`src/hdl/tqle_pkg.sv`:
```
// tqle_pkg: shared types and constants of the tabular q-learning engine
// field widths, op codes, register indexes, beat payloads, controller commands
// no dependencies
`timescale 1ns / 1ps

package tqle_pkg;

  // field widths of a beat
  localparam int STATE_W  = 8;
  localparam int ACTION_W = 3;
  localparam int VALUE_W  = 16;
  localparam int RATE_W   = 16;

  // table geometry follows from the index fields
  localparam int STATES   = 1 << STATE_W;
  localparam int ACTIONS  = 1 << ACTION_W;
  localparam int Q_ADDR_W = STATE_W + ACTION_W;
  localparam int Q_DEPTH  = STATES * ACTIONS;

  // configuration port
  localparam int CFG_IDX_W = 1;
  localparam logic [CFG_IDX_W-1:0] CFG_LEARNING_RATE = 1'b0;
  localparam logic [CFG_IDX_W-1:0] CFG_DISCOUNT      = 1'b1;

  localparam logic [RATE_W-1:0] ONE_Q15           = 16'h8000;
  localparam logic [RATE_W-1:0] LEARNING_RATE_RST = 16'd3277;
  localparam logic [RATE_W-1:0] DISCOUNT_RST      = 16'd29491;

  // -10.0 in q8.8
  localparam logic [VALUE_W-1:0] Q_RESET_VALUE = 16'hF600;

  typedef enum logic [1:0] {
    OP_LEARN  = 2'd0,
    OP_CHOOSE = 2'd1,
    OP_WRITE  = 2'd2,
    OP_NOP    = 2'd3
  } tqle_op_e;

  typedef struct packed {
    tqle_op_e                   op;
    logic [STATE_W-1:0]         state_index;
    logic [ACTION_W-1:0]        action_index;
    logic signed [VALUE_W-1:0]  reward;
    logic [STATE_W-1:0]         next_state;
    logic                       bootstrap;
    logic signed [VALUE_W-1:0]  write_value;
  } tqle_req_t;

  typedef struct packed {
    logic [ACTION_W-1:0]        best_action;
    logic signed [VALUE_W-1:0]  result_value;
  } tqle_rsp_t;

  // table port operation in the current cycle
  typedef enum logic [2:0] {
    MEM_IDLE,
    MEM_CLEAR,
    MEM_SCAN,
    MEM_PRED,
    MEM_WRITE,
    MEM_UPDATE
  } tqle_mem_e;

  typedef struct packed {
    logic                 load;
    tqle_mem_e            mem;
    logic [Q_ADDR_W-1:0]  idx;
    logic                 mul_disc;
    logic                 calc_target;
    logic                 calc_delta;
    logic                 mul_step;
    logic                 out_load;
  } tqle_cmd_t;

endpackage

```
`src/hdl/tqle_ctrl.sv`:
```
// tqle_ctrl: sequencer of the q-learning engine
// steps the table port and arithmetic through each op, depends on tqle_pkg
`timescale 1ns / 1ps

module tqle_ctrl (
  input  logic                clk_i,
  input  logic                rst_ni,
  input  logic                in_valid_i,
  input  tqle_pkg::tqle_op_e  in_op_i,
  input  logic                in_boot_i,
  output logic                in_ready_o,
  input  logic                out_ready_i,
  output logic                out_valid_o,
  output tqle_pkg::tqle_cmd_t cmd_o
);
  import tqle_pkg::*;

  typedef enum logic [3:0] {
    ST_CLEAR,
    ST_IDLE,
    ST_SCAN,
    ST_SCAN_END,
    ST_PRED,
    ST_TGT,
    ST_DELTA,
    ST_MUL,
    ST_UPD,
    ST_WRITE,
    ST_DONE
  } ctrl_state_e;

  localparam logic [Q_ADDR_W-1:0] CLEAR_LAST = Q_ADDR_W'(Q_DEPTH - 1);
  localparam logic [ACTION_W-1:0] SCAN_LAST  = ACTION_W'(ACTIONS - 1);

  ctrl_state_e         state_q, state_d;
  logic [Q_ADDR_W-1:0] cnt_q, cnt_d;
  tqle_op_e            op_q, op_d;
  logic                boot_q, boot_d;
  logic                out_valid_q, out_valid_d;
  logic                accept;
  logic                out_load;

  assign accept   = in_valid_i && (state_q == ST_IDLE);
  assign out_load = (state_q == ST_DONE) && (!out_valid_q || out_ready_i);

  always_comb begin
    state_d     = state_q;
    cnt_d       = cnt_q;
    op_d        = op_q;
    boot_d      = boot_q;
    out_valid_d = out_valid_q;

    if (out_load) begin
      out_valid_d = 1'b1;
    end else if (out_ready_i) begin
      out_valid_d = 1'b0;
    end

    unique case (state_q)
      ST_CLEAR: begin
        cnt_d = cnt_q + 1'b1;
        if (cnt_q == CLEAR_LAST) begin
          state_d = ST_IDLE;
        end
      end
      ST_IDLE: begin
        if (accept) begin
          op_d   = in_op_i;
          boot_d = in_boot_i;
          cnt_d  = '0;
          unique case (in_op_i)
            OP_LEARN:  state_d = in_boot_i ? ST_SCAN : ST_PRED;
            OP_CHOOSE: state_d = ST_SCAN;
            OP_WRITE:  state_d = ST_WRITE;
            OP_NOP:    state_d = ST_DONE;
            default:   state_d = ST_DONE;
          endcase
        end
      end
      ST_SCAN: begin
        cnt_d = cnt_q + 1'b1;
        if (cnt_q[ACTION_W-1:0] == SCAN_LAST) begin
          state_d = ST_SCAN_END;
        end
      end
      ST_SCAN_END: state_d = (op_q == OP_CHOOSE) ? ST_DONE : ST_PRED;
      ST_PRED:     state_d = ST_TGT;
      ST_TGT:      state_d = ST_DELTA;
      ST_DELTA:    state_d = ST_MUL;
      ST_MUL:      state_d = ST_UPD;
      ST_UPD:      state_d = ST_DONE;
      ST_WRITE:    state_d = ST_DONE;
      ST_DONE: begin
        if (out_load) begin
          state_d = ST_IDLE;
        end
      end
      default: state_d = ST_IDLE;
    endcase
  end

  always_ff @(posedge clk_i or negedge rst_ni) begin
    if (!rst_ni) begin
      state_q     <= ST_CLEAR;
      cnt_q       <= '0;
      op_q        <= OP_NOP;
      boot_q      <= 1'b0;
      out_valid_q <= 1'b0;
    end else begin
      state_q     <= state_d;
      cnt_q       <= cnt_d;
      op_q        <= op_d;
      boot_q      <= boot_d;
      out_valid_q <= out_valid_d;
    end
  end

  always_comb begin
    cmd_o             = '0;
    cmd_o.mem         = MEM_IDLE;
    cmd_o.idx         = cnt_q;
    cmd_o.load        = accept;
    cmd_o.out_load    = out_load;
    unique case (state_q)
      ST_CLEAR: cmd_o.mem = MEM_CLEAR;
      ST_SCAN:  cmd_o.mem = MEM_SCAN;
      ST_PRED: begin
        cmd_o.mem      = MEM_PRED;
        cmd_o.mul_disc = boot_q;
      end
      ST_TGT:   cmd_o.calc_target = 1'b1;
      ST_DELTA: cmd_o.calc_delta  = 1'b1;
      ST_MUL:   cmd_o.mul_step    = 1'b1;
      ST_UPD:   cmd_o.mem         = MEM_UPDATE;
      ST_WRITE: cmd_o.mem         = MEM_WRITE;
      default:  cmd_o.mem         = MEM_IDLE;
    endcase
  end

  assign in_ready_o  = (state_q == ST_IDLE);
  assign out_valid_o = out_valid_q;

endmodule

```
`config.mk`:
```
export PLATFORM = sky130hd
export DESIGN_NAME = tqle_ctrl
export DESIGN_NICKNAME = d
export VERILOG_FILES = /design/src/hdl/tqle_pkg.sv /design/src/hdl/tqle_ctrl.sv
export SDC_FILE = /design/constraint.sdc
export NUM_CORES = 1
export LEC_CHECK = 0
export ABC_AREA = 1
export BUFFER_PORTS_ARGS = -buffer_cell sky130_fd_sc_hd__buf_2
export CAP_MARGIN = 25
export CORE_MARGIN = 2
export CORE_UTILIZATION = 40
export CTS_CLUSTER_DIAMETER = 200
export DETAILED_ROUTE_END_ITERATION = 10
export PLACE_DENSITY_LB_ADDON = 0.3
export SYNTH_ARGS = -nofsm -noshare
export SYNTH_HDL_FRONTEND = slang
export SYNTH_SLANG_ARGS = --single-unit
export TNS_END_PERCENT = 100
```
`constraint.sdc`:
```
create_clock -name clk_i -period 3.41 [get_ports clk_i]
set_input_delay 0.341 -clock clk_i [delete_from_list [all_inputs] [get_ports clk_i]]
set_output_delay 0.341 -clock clk_i [all_outputs]
set_load 0.02 [all_outputs]
```
==> reports/qor.txt, run 1 <==
Fin Setup TNS: 0 ns
number of fill cells in the layout: 325
commonest non-fill, non-tap cell in the layout: nand2_1
Iter 0 DRT Violations: 53
Inst Count DP: 253
largest net degree at the start of global routing: 20
R2R cell count: 9
Compound-Gate Fraction of Synth Area: 8.06%
vias: 1198
min cycle time layout: 1.82 ns
most frequent cells in the layout: nand2_1 (49), inv_1 (28), buf_2 (28)
non-filler cells, final: 258
Tightest Pin Transition: 0.440 ns
Fmax: 548 MHz
vias in the first global route: 1139
Final HPWL DP: 2130 um
via/cell ratio: 4.64
Clock Tree Buf Depth: 2
area delta synth->final: 16.1%
Placer Congestion: 0.859
Worst Setup SP: state_q[2]
Worst Min Path Start: out_ready_i
period utilization: 53.5%
crit path cell chain: inv_1, nand2_2, nor2_4, nand2_4, inv_1, buf_2
diodes inserted: 0
post-layout util: 48.8%
nets: 224
syn nets: 193
mux cell area share after synthesis: 0%
wire length of the first global-routing pass: 4840 um
critical path class: flop to output pin
largest family of logic cells by synthesized area: simple AND/OR/NAND/NOR gates
die area: 3650 um^2
Starting Density: 42.0%
Skew-Pair Late Insertion Delay: 0.30 ns
DRT antenna net count: 0
reg2reg end: state_q[1]
antenna violations before repair: 0
Lkg Pwr: 0.838 nW
Min-Delay Path Class: input pin to flop
CTS tree: built
Die Ht: 60.4 um
residual overflow from global routing: 0
Die W: 60.4 um
port bufs: 28
worst-path fanout max: 9
unrepaired setup endpoints after global routing: false
Worst-path clk slew: 0.11 ns
ratio of cells with drive above 1 in the final layout: 24.3%
final wirelength: 2710 um
Core Region: 3030 um^2
Post-Synth Adder-Cell Area: 1.97%
Crit-path slowest cell: dfrtp_1
CP startpoint kind: flop
Rows: 20
Max Slew Vio Count: 0
RR Startpoint: cnt_q[0]
CP endpoint kind: output pin
CP bufs+invs: 3
register bit total from synthesis: 19
xor/xnor share of the synthesized area: 0%
per-cell routed wire length: 10.5 um
kind of cell adding the most delay to the critical path: flip-flops
critical path depth in cells: 6
max_cap viols: 0
maximum vdd drop: 0.430 mV
worst setup path endpoint: cmd_o[19]
First-pass DRT Iterations: 4
Num CTS Buffers: 3
DR DRC count: 0
CP dominant cell by count: inv_1
gr usage total: 17.9%
WHS: 0.229 ns
Post-Syn Area: 1270 um^2
H-tree depth: 1
I/O pin total: 29
Synthesis Warnings: 0
Critical Path RT: 3.07 ns
Cell Pwr Density: 857 nW/um^2
Cells after Synth: 184
Slew HR: 70.6%
clock skew: 0.00397 ns
Final setup viols: 0
final hold violation count: 0
root buf cell: clkbuf_4
status: complete, no violations
critical path's largest stage delay: 0.45 ns
Clock Sinks: 19
R2R Setup Slk: 1.97 ns
worst endpoint data arrival time: 1.48 ns
Synth cell types: 24
sequential share of the synthesized area: 37.6%
simple-gate share of the synthesized area: 40.9%
Avg Synthesized Cell Area: 6.92 um^2
[cell usage after synthesis]
cell,instances,area (um^2)
a21oi_1,6,30.0
a21oi_2,1,8.76
and3_1,2,12.5
buf_4,2,15.0
buf_6,1,11.3
dfrtp_1,17,425
dfstp_2,2,52.6
ha_1,2,25.0
inv_1,28,105
inv_2,4,15.0
nand2_1,49,184
nand2_2,4,25.0
nand2_4,3,33.8
nand3_1,13,65.1
nand3_2,2,20.0
nand3b_1,2,15.0
nand4_1,2,12.5
nor2_1,23,86.3
nor2_2,2,12.5
nor2_4,3,33.8
nor3_1,4,20.0
o21ai_0,10,50.1
o21bai_1,1,7.51
o22ai_1,1,6.26
[kinds of logic (layout without fill, tap and decap cells)]
| logic type | after synthesis | count (layout) |
|---|---|---|
| AO/OA/AOI/OAI | 19 | 19 |
| adder cells (fa/ha/maj) | 2 | 2 |
| buffers and inverters | 35 | 65 |
| flip-flops | 19 | 19 |
| AND/OR/NAND/NOR | 109 | 109 |
[layer usage]
metal / GRT usage (%) / part of all wire (%)
met1: 23.0 / 47
met2: 29.0 / 46
met3: 5.33 / 6.2
met4: 6.03 / 1.3
met5: 0 / 0
[worst min-delay path by stage]
| stage | to | slack [ns] | cells past startpoint |
|---|---|---|---|
| after global routing | out_valid_o | 0.26 | 2 |
| final | out_valid_o | 0.23 | 2 |
| after CTS | out_valid_o | 0.22 | 2 |
| after floorplan | boot_q | 0.05 | 0 |
| after global placement | state_q[3] | 0.31 | 1 |
| after detailed placement | state_q[3] | 0.31 | 1 |
[through the flow]
| stage | power (mW) | setup slack, ns | area, um^2 |
|---|---|---|---|
| finish | 1.27 | 1.59 | 1480 |
| global route | 1.40 | 1.45 | 1480 |
| CTS | 1.28 | 1.56 | 1480 |
| detailed placement | 1.16 | 1.92 | 1440 |
| global placement | 1.15 | 1.89 | 1440 |
| floorplan | 0.985 | 1.94 | 1270 |
[final cells by class]
type	instances	area [um^2]	area share, %
multi-input combinational	130	648	43.9
tap	44	55.1	3.73
clock buffer	4	26.3	1.78
timing repair buffer	29	150	10.2
sequential	19	478	32.3
inverter	32	120	8.13
[where the power goes]
part / leakage [nW] / internal, mW / total (mW) / switching, mW
combinational: 0.576 / 0.242 / 0.734 / 0.493
sequential: 0.248 / 0.316 / 0.414 / 0.0979
clock: 0.0150 / 0.0457 / 0.118 / 0.0722
total: 0.838 / 0.603 / 1.27 / 0.663
[flip-flops by register name, summed over array words and instances, names as in the netlist]
| signal | count |
|---|---|
| state_q | 4 |
| boot_q | 1 |
| op_q | 2 |
| out_valid_o | 1 |
| cnt_q | 11 |
[timing repair]
action                                 4_1_cts  5_1_grt
gates resized for setup                      0        0
setup buffers                                0        0
endpoints found under the hold margin       17        0
hold buffers                                 1        0
(Power assumes the default switching activity.)
==> run 2, diff against run 1 <==
==> constraint.sdc (replaced) <==
create_clock -name clk_i -period 1.9 [get_ports clk_i]
set_input_delay 0.19 -clock clk_i [delete_from_list [all_inputs] [get_ports clk_i]]
set_output_delay 0.19 -clock clk_i [all_outputs]
set_load 0.02 [all_outputs]
==> run 2 against run 1 <==
  * Register-to-register slack worse by 1.6 ns
  * Highest routed layer unchanged
  * Utilization did not move
  * Via count fell by 1.0%
  * Cell count stayed put
  * Sequential share of layout area unchanged
  * Clock power is 72% higher
  * Non-clock buffer count unchanged
  * Cell area stayed put
  * Sequential power rose by 79%
  * Routed wire length shrank 0.22%
  * Critical endpoint unchanged
  * Critical path depth unchanged
==> reports/qor.txt, run 2 (synthesis results as in run 1) <==
status: complete, no violations
I/O pin total: 29 (unchanged)
Lkg Pwr: 0.838 nW (unchanged)
Skew-Pair Late Insertion Delay: 0.30 ns (about the same)
DP Worst Slack: 0.436 ns (-1.48 ns)
Iter 0 DRT Violations: 49 (-7.5%)
fin area: 1480 um^2 (unchanged)
Tightest Pin Transition: 0.443 ns (+0.00230 ns)
max_cap viols: 0 (unchanged)
critical path's largest stage delay: 0.45 ns (about the same)
Die Ht: 60.4 um (unchanged)
commonest non-fill, non-tap cell in the layout: nand2_1
Min-Delay Path Class: input pin to flop
Rows: 20 (unchanged)
antenna violations before repair: 0 (unchanged)
maximum vdd drop: 0.778 mV (+81%)
CP dominant cell by count: inv_1
vias in the first global route: 1114 (-2.2%)
worst-path fanout max: 9 (unchanged)
Max Slew Vio Count: 0 (unchanged)
kind of cell adding the most delay to the critical path: flip-flops
min cycle time layout: 1.68 ns
Slew HR: 70.5% (-0.15 points)
final hold violation count: 0 (unchanged)
port bufs: 28 (unchanged)
wire length of the first global-routing pass: 4760 um (-1.7%)
global routing usage on met2: 29.0% (unchanged)
area delta synth->final: 16.1% (unchanged)
Die W: 60.4 um (unchanged)
clock skew: 0.00429 ns (+0.000326 ns)
root buf cell: clkbuf_4
CP startpoint kind: flop
most frequent cells in the layout: nand2_1 (49), inv_1 (28), buf_2 (28)
met3 usage: 2.35% (-3.0 points)
via/cell ratio: 4.60 (-1.0%)
residual overflow from global routing: 0 (unchanged)
Core Region: 3030 um^2 (unchanged)
die area: 3650 um^2 (unchanged)
non-filler cells, final: 258 (unchanged)
nets: 224 (unchanged)
GRT met1 Usage: 22.3% (-0.72 points)
Inst Count DP: 253 (unchanged)
critical path class: flop to output pin
Clock Sinks: 19 (unchanged)
period utilization: 88.6%
ratio of cells with drive above 1 in the final layout: 24.3% (unchanged)
Crit-path slowest cell: dfrtp_1
First-pass DRT Iterations: 4 (unchanged)
CP endpoint kind: output pin
Clock Tree Buf Depth: 2 (unchanged)
worst endpoint data arrival time: 1.49 ns (about the same)
H-tree depth: 1 (unchanged)
Num CTS Buffers: 3 (unchanged)
final wirelength: 2710 um (-0.22%)
largest register by flop count: cnt_q
number of fill cells in the layout: 327 (+0.62%)
Placer Congestion: 0.897 (+4.4%)
DR DRC count: 0 (unchanged)
crit path cell chain: inv_1, nand2_2, nor2_4, nand2_4, inv_1, buf_2
per-cell routed wire length: 10.5 um (-0.22%)
Starting Density: 42.0% (unchanged)
DP Area: 1440 um^2 (unchanged)
Worst-path clk slew: 0.11 ns (about the same)
Final HPWL DP: 2110 um (-1.2%)
vias: 1186 (-1.0%)
Final setup viols: 0 (unchanged)
unrepaired setup endpoints after global routing: false
GR peak layer: met2
Critical Path RT: 1.71 ns (-1.36 ns)
gr usage total: 17.2% (-0.78 points)
Fin Setup TNS: 0 ns (unchanged)
CTS tree: built
Fmax: 594 MHz
power consumption: 2.26 mW (+79%)
biggest regs: cnt_q: 11 flops, state_q: 4 flops, op_q: 2 flops
Final WS setup: 0.216 ns (-1.37 ns)
diodes inserted: 0 (unchanged)
DRT antenna net count: 0 (unchanged)
max reg flops: 11 (unchanged)
largest net degree at the start of global routing: 20 (unchanged)
Cell Pwr Density: 1530 nW/um^2 (+79%)
CP bufs+invs: 3 (unchanged)
==> run 2: cell counts in the layout (fill, tap and decap cells not counted) <==
No cell type changed its count.
==> run 2: worst reg2reg max path, cell delays in order (launching register included) <==
cell	delay, ns
dfrtp_1	0.46
ha_1	0.20
inv_1	0.05
nor2_2	0.19
inv_1	0.06
nor2_1	0.19
nand3_1	0.11
nand2_1	0.07
nor2_1	0.04
==> run 2: cell type report <==
cell class / instances / area, um^2 / area share [%]
clock buffer: 4 / 26.3 / 1.78
timing repair buffer: 29 / 150 / 10.2
tap: 44 / 55.1 / 3.73
multi-input combinational: 130 / 648 / 43.9
inverter: 32 / 120 / 8.13
sequential: 19 / 478 / 32.3
==> run 2: timing repair <==
| action | in CTS | in global routing |
|---|---|---|
| buffers inserted | 0 | 0 |
| setup endpoints to repair | 0 | 0 |
| hold buffers | 1 | 0 |
| gates resized for setup | 0 | 0 |
| hold endpoints to repair | 17 | 0 |
==> run 2: power by group <==
group          switching (mW)  internal (mW)  total, mW
clock network           0.121         0.0818      0.203
logic                   0.884          0.433       1.32
registers               0.175          0.567      0.742
==> run 2: path summary, 6_finish.rpt <==
| path | startpoint | endpoint | slack, ns | cells past startpoint |
|---|---|---|---|---|
| hold reg to reg | boot_q | boot_q | 0.49 | 2 |
| hold / removal | out_ready_i | out_valid_o | 0.09 | 2 |
| setup / recovery | state_q[2] | cmd_o[19] | 0.22 | 6 |
| setup reg to reg | cnt_q[0] | cnt_q[6] | 0.42 | 8 |
| max in group asynchronous | rst_ni | op_q[1] | 1.20 | 2 |
| min in group asynchronous | rst_ni | state_q[2] | 0.36 | 2 |
==> run 2: per-stage QoR <==
stage          hold slack (ns)  util (%)
6_report                0.0928      48.8
5_1_grt                  0.129      48.8
4_1_cts                 0.0882      48.8
3_5_place_dp             0.158      47.6
3_3_place_gp             0.159      47.6
2_1_floorplan           -0.106         -
==> run 2: layer usage <==
metal | routed length [um] | vias up
li1 | - | 629
met1 | 1280 | 525
met2 | 1280 | 28
met3 | 119 | 4
met4 | 33 | 0
met5 | 0 | -
==> run 3, diff against run 2 <==
--- a/config.mk
+++ b/config.mk
@@ -7,12 +7,13 @@
 export LEC_CHECK = 0
 export ABC_AREA = 1
 export BUFFER_PORTS_ARGS = -buffer_cell sky130_fd_sc_hd__buf_2
-export CAP_MARGIN = 25
+export CAP_MARGIN = 20
 export CORE_MARGIN = 2
 export CORE_UTILIZATION = 40
 export CTS_CLUSTER_DIAMETER = 200
 export DETAILED_ROUTE_END_ITERATION = 10
 export PLACE_DENSITY_LB_ADDON = 0.3
+export RECOVER_POWER = 25
 export SYNTH_ARGS = -nofsm -noshare
 export SYNTH_HDL_FRONTEND = slang
 export SYNTH_SLANG_ARGS = --single-unit
==> run 3 against run 2 <==
  * Sequential share of layout area hardly changed
  * Via count stayed put
  * Count of clock-buffer cells in the layout stayed put
  * Clock skew stayed put
  * Combinational power hardly changed
  * Utilization hardly changed
  * Fmax stayed put
  * Cell area hardly changed
  * Critical endpoint unchanged
  * Routed wire length hardly changed
  * Cell count stayed put
  * First-iteration DRC count stayed put
  * Flip-flop and latch count stayed put
==> reports/qor.txt, run 3 (synthesis results as in run 1) <==
status: complete, no violations
nets: 224 (unchanged)
max_cap viols: 0 (unchanged)
Core Region: 3030 um^2 (unchanged)
DP Area: 1440 um^2 (unchanged)
period utilization: 88.6% (unchanged)
largest register by flop count: cnt_q
worst-path fanout max: 9 (unchanged)
largest net degree at the start of global routing: 20 (unchanged)
area delta synth->final: 16.0% (about the same)
residual overflow from global routing: 0 (unchanged)
Min-Delay Path Class: input pin to flop
Iter 0 DRT Violations: 49 (unchanged)
diodes inserted: 0 (unchanged)
fin area: 1480 um^2 (about the same)
most frequent cells in the layout: nand2_1 (49), inv_1 (28), buf_2 (27)
min cycle time layout: 1.68 ns (unchanged)
commonest non-fill, non-tap cell in the layout: nand2_1
Final HPWL DP: 2110 um (unchanged)
number of fill cells in the layout: 328 (+0.31%)
worst hold endpoint: out_valid_o
Num CTS Buffers: 3 (unchanged)
vias: 1186 (unchanged)
R2R Setup Slk: 0.42 ns (about the same)
vias in the first global route: 1114 (unchanged)
wire length of the first global-routing pass: 4760 um (unchanged)
Worst-path clk slew: 0.11 ns (about the same)
port bufs: 28 (unchanged)
gr usage total: 17.2% (unchanged)
power consumption: 2.26 mW (about the same)
Final setup viols: 0 (unchanged)
Placer Congestion: 0.897 (unchanged)
die area: 3650 um^2 (unchanged)
Max Slew Vio Count: 0 (unchanged)
ratio of cells with drive above 1 in the final layout: 23.8% (-0.47 points)
DR top layer: met4
non-filler cells, final: 258 (unchanged)
via/cell ratio: 4.60 (unchanged)
I/O pin total: 29 (unchanged)
CP endpoint kind: output pin
Routed met1 length: 1280 um (-0.16%)
Fin Setup TNS: 0 ns (unchanged)
Clock Tree Buf Depth: 2 (unchanged)
Worst Min Path Start: out_ready_i
root buf cell: clkbuf_4
metal2 WL: 1280 um (unchanged)
R2R cell count: 8 (unchanged)
First-pass DRT Iterations: 4 (unchanged)
DR DRC count: 0 (unchanged)
post-layout util: 48.8% (about the same)
Die W: 60.4 um (unchanged)
per-cell routed wire length: 10.5 um (about the same)
final wirelength: 2710 um (about the same)
Slew HR: 29.1% (-41 points)
Cell Pwr Density: 1530 nW/um^2 (about the same)
final hold violation count: 0 (unchanged)
antenna violations before repair: 0 (unchanged)
Hold Path Depth: 2 (unchanged)
RR Startpoint: cnt_q[0]
met3 wire len: 119 um (unchanged)
unrepaired setup endpoints after global routing: false
reg2reg end: cnt_q[6]
maximum vdd drop: 0.778 mV (about the same)
Critical Path RT: 1.71 ns (about the same)
Die Ht: 60.4 um (unchanged)
Lkg Pwr: 0.836 nW (-0.33%)
Skew-Pair Late Insertion Delay: 0.30 ns (about the same)
max reg flops: 11 (unchanged)
critical path class: flop to output pin
Clock Sinks: 19 (unchanged)
DRT antenna net count: 0 (unchanged)
Fmax: 594 MHz (unchanged)
Inst Count DP: 253 (unchanged)
worst endpoint data arrival time: 1.49 ns (about the same)
H-tree depth: 1 (unchanged)
biggest regs: cnt_q: 11 flops, state_q: 4 flops, op_q: 2 flops
CP startpoint kind: flop
Tightest Pin Transition: 1.06 ns (+0.621 ns)
Rows: 20 (unchanged)
Starting Density: 42.0% (unchanged)
clock skew: 0.00429 ns (unchanged)
CTS tree: built
[run 3: metrics by stage]
step	hold WS [ns]	setup WS (ns)
final	0.0928	0.216
after global routing	0.129	0.106
after CTS	0.0882	0.187
after detailed placement	0.158	0.436
after global placement	0.159	0.492
after floorplan	-0.106	0.436
[run 3: area by class of cell]
type                    instances  area [um^2]  share of cell area, %
multi-input cells             130          648                   43.9
repair buffers                 29          149                   10.1
clock buffers                   4         26.3                   1.78
inverters                      32          120                   8.14
flip-flops and latches         19          478                   32.4
well taps                      44         55.1                   3.73
[run 3: worst max-delay path, stage by stage (launching register included)]
cell and delay, ns:
dfrtp_1 0.45, inv_1 0.14, nand2_2 0.09, nor2_4 0.13, nand2_4 0.11, inv_1 0.11, buf_2 0.17
[run 3: what timing repair did]
item	4_1_cts	5_1_grt
hold endpoints to repair	17	0
gates resized for setup	0	0
hold buffers	1	0
buffers inserted	0	0
[run 3: worst max path at each step]
stage,from,end,slack [ns],cells past startpoint
after floorplan,cnt_q[0],cnt_q[6],0.44,8
after global placement,cnt_q[0],state_q[2],0.49,9
after detailed placement,cnt_q[0],state_q[2],0.44,9
after CTS,state_q[2],cmd_o[19],0.19,6
after global routing,state_q[2],cmd_o[19],0.11,6
final,state_q[2],cmd_o[19],0.22,6
[run 3: metal layers]
layer,global-route usage (%),vias up
met3,2.35,4
met4,6.67,0
li1,-,629
met1,22.3,525
met2,29.0,28
met5,0,-
[run 3: where the power goes]
part	total (mW)	internal, mW	switching [mW]
clock network	0.203	0.0818	0.121
registers	0.742	0.567	0.175
logic	1.32	0.432	0.884
total	2.26	1.08	1.18
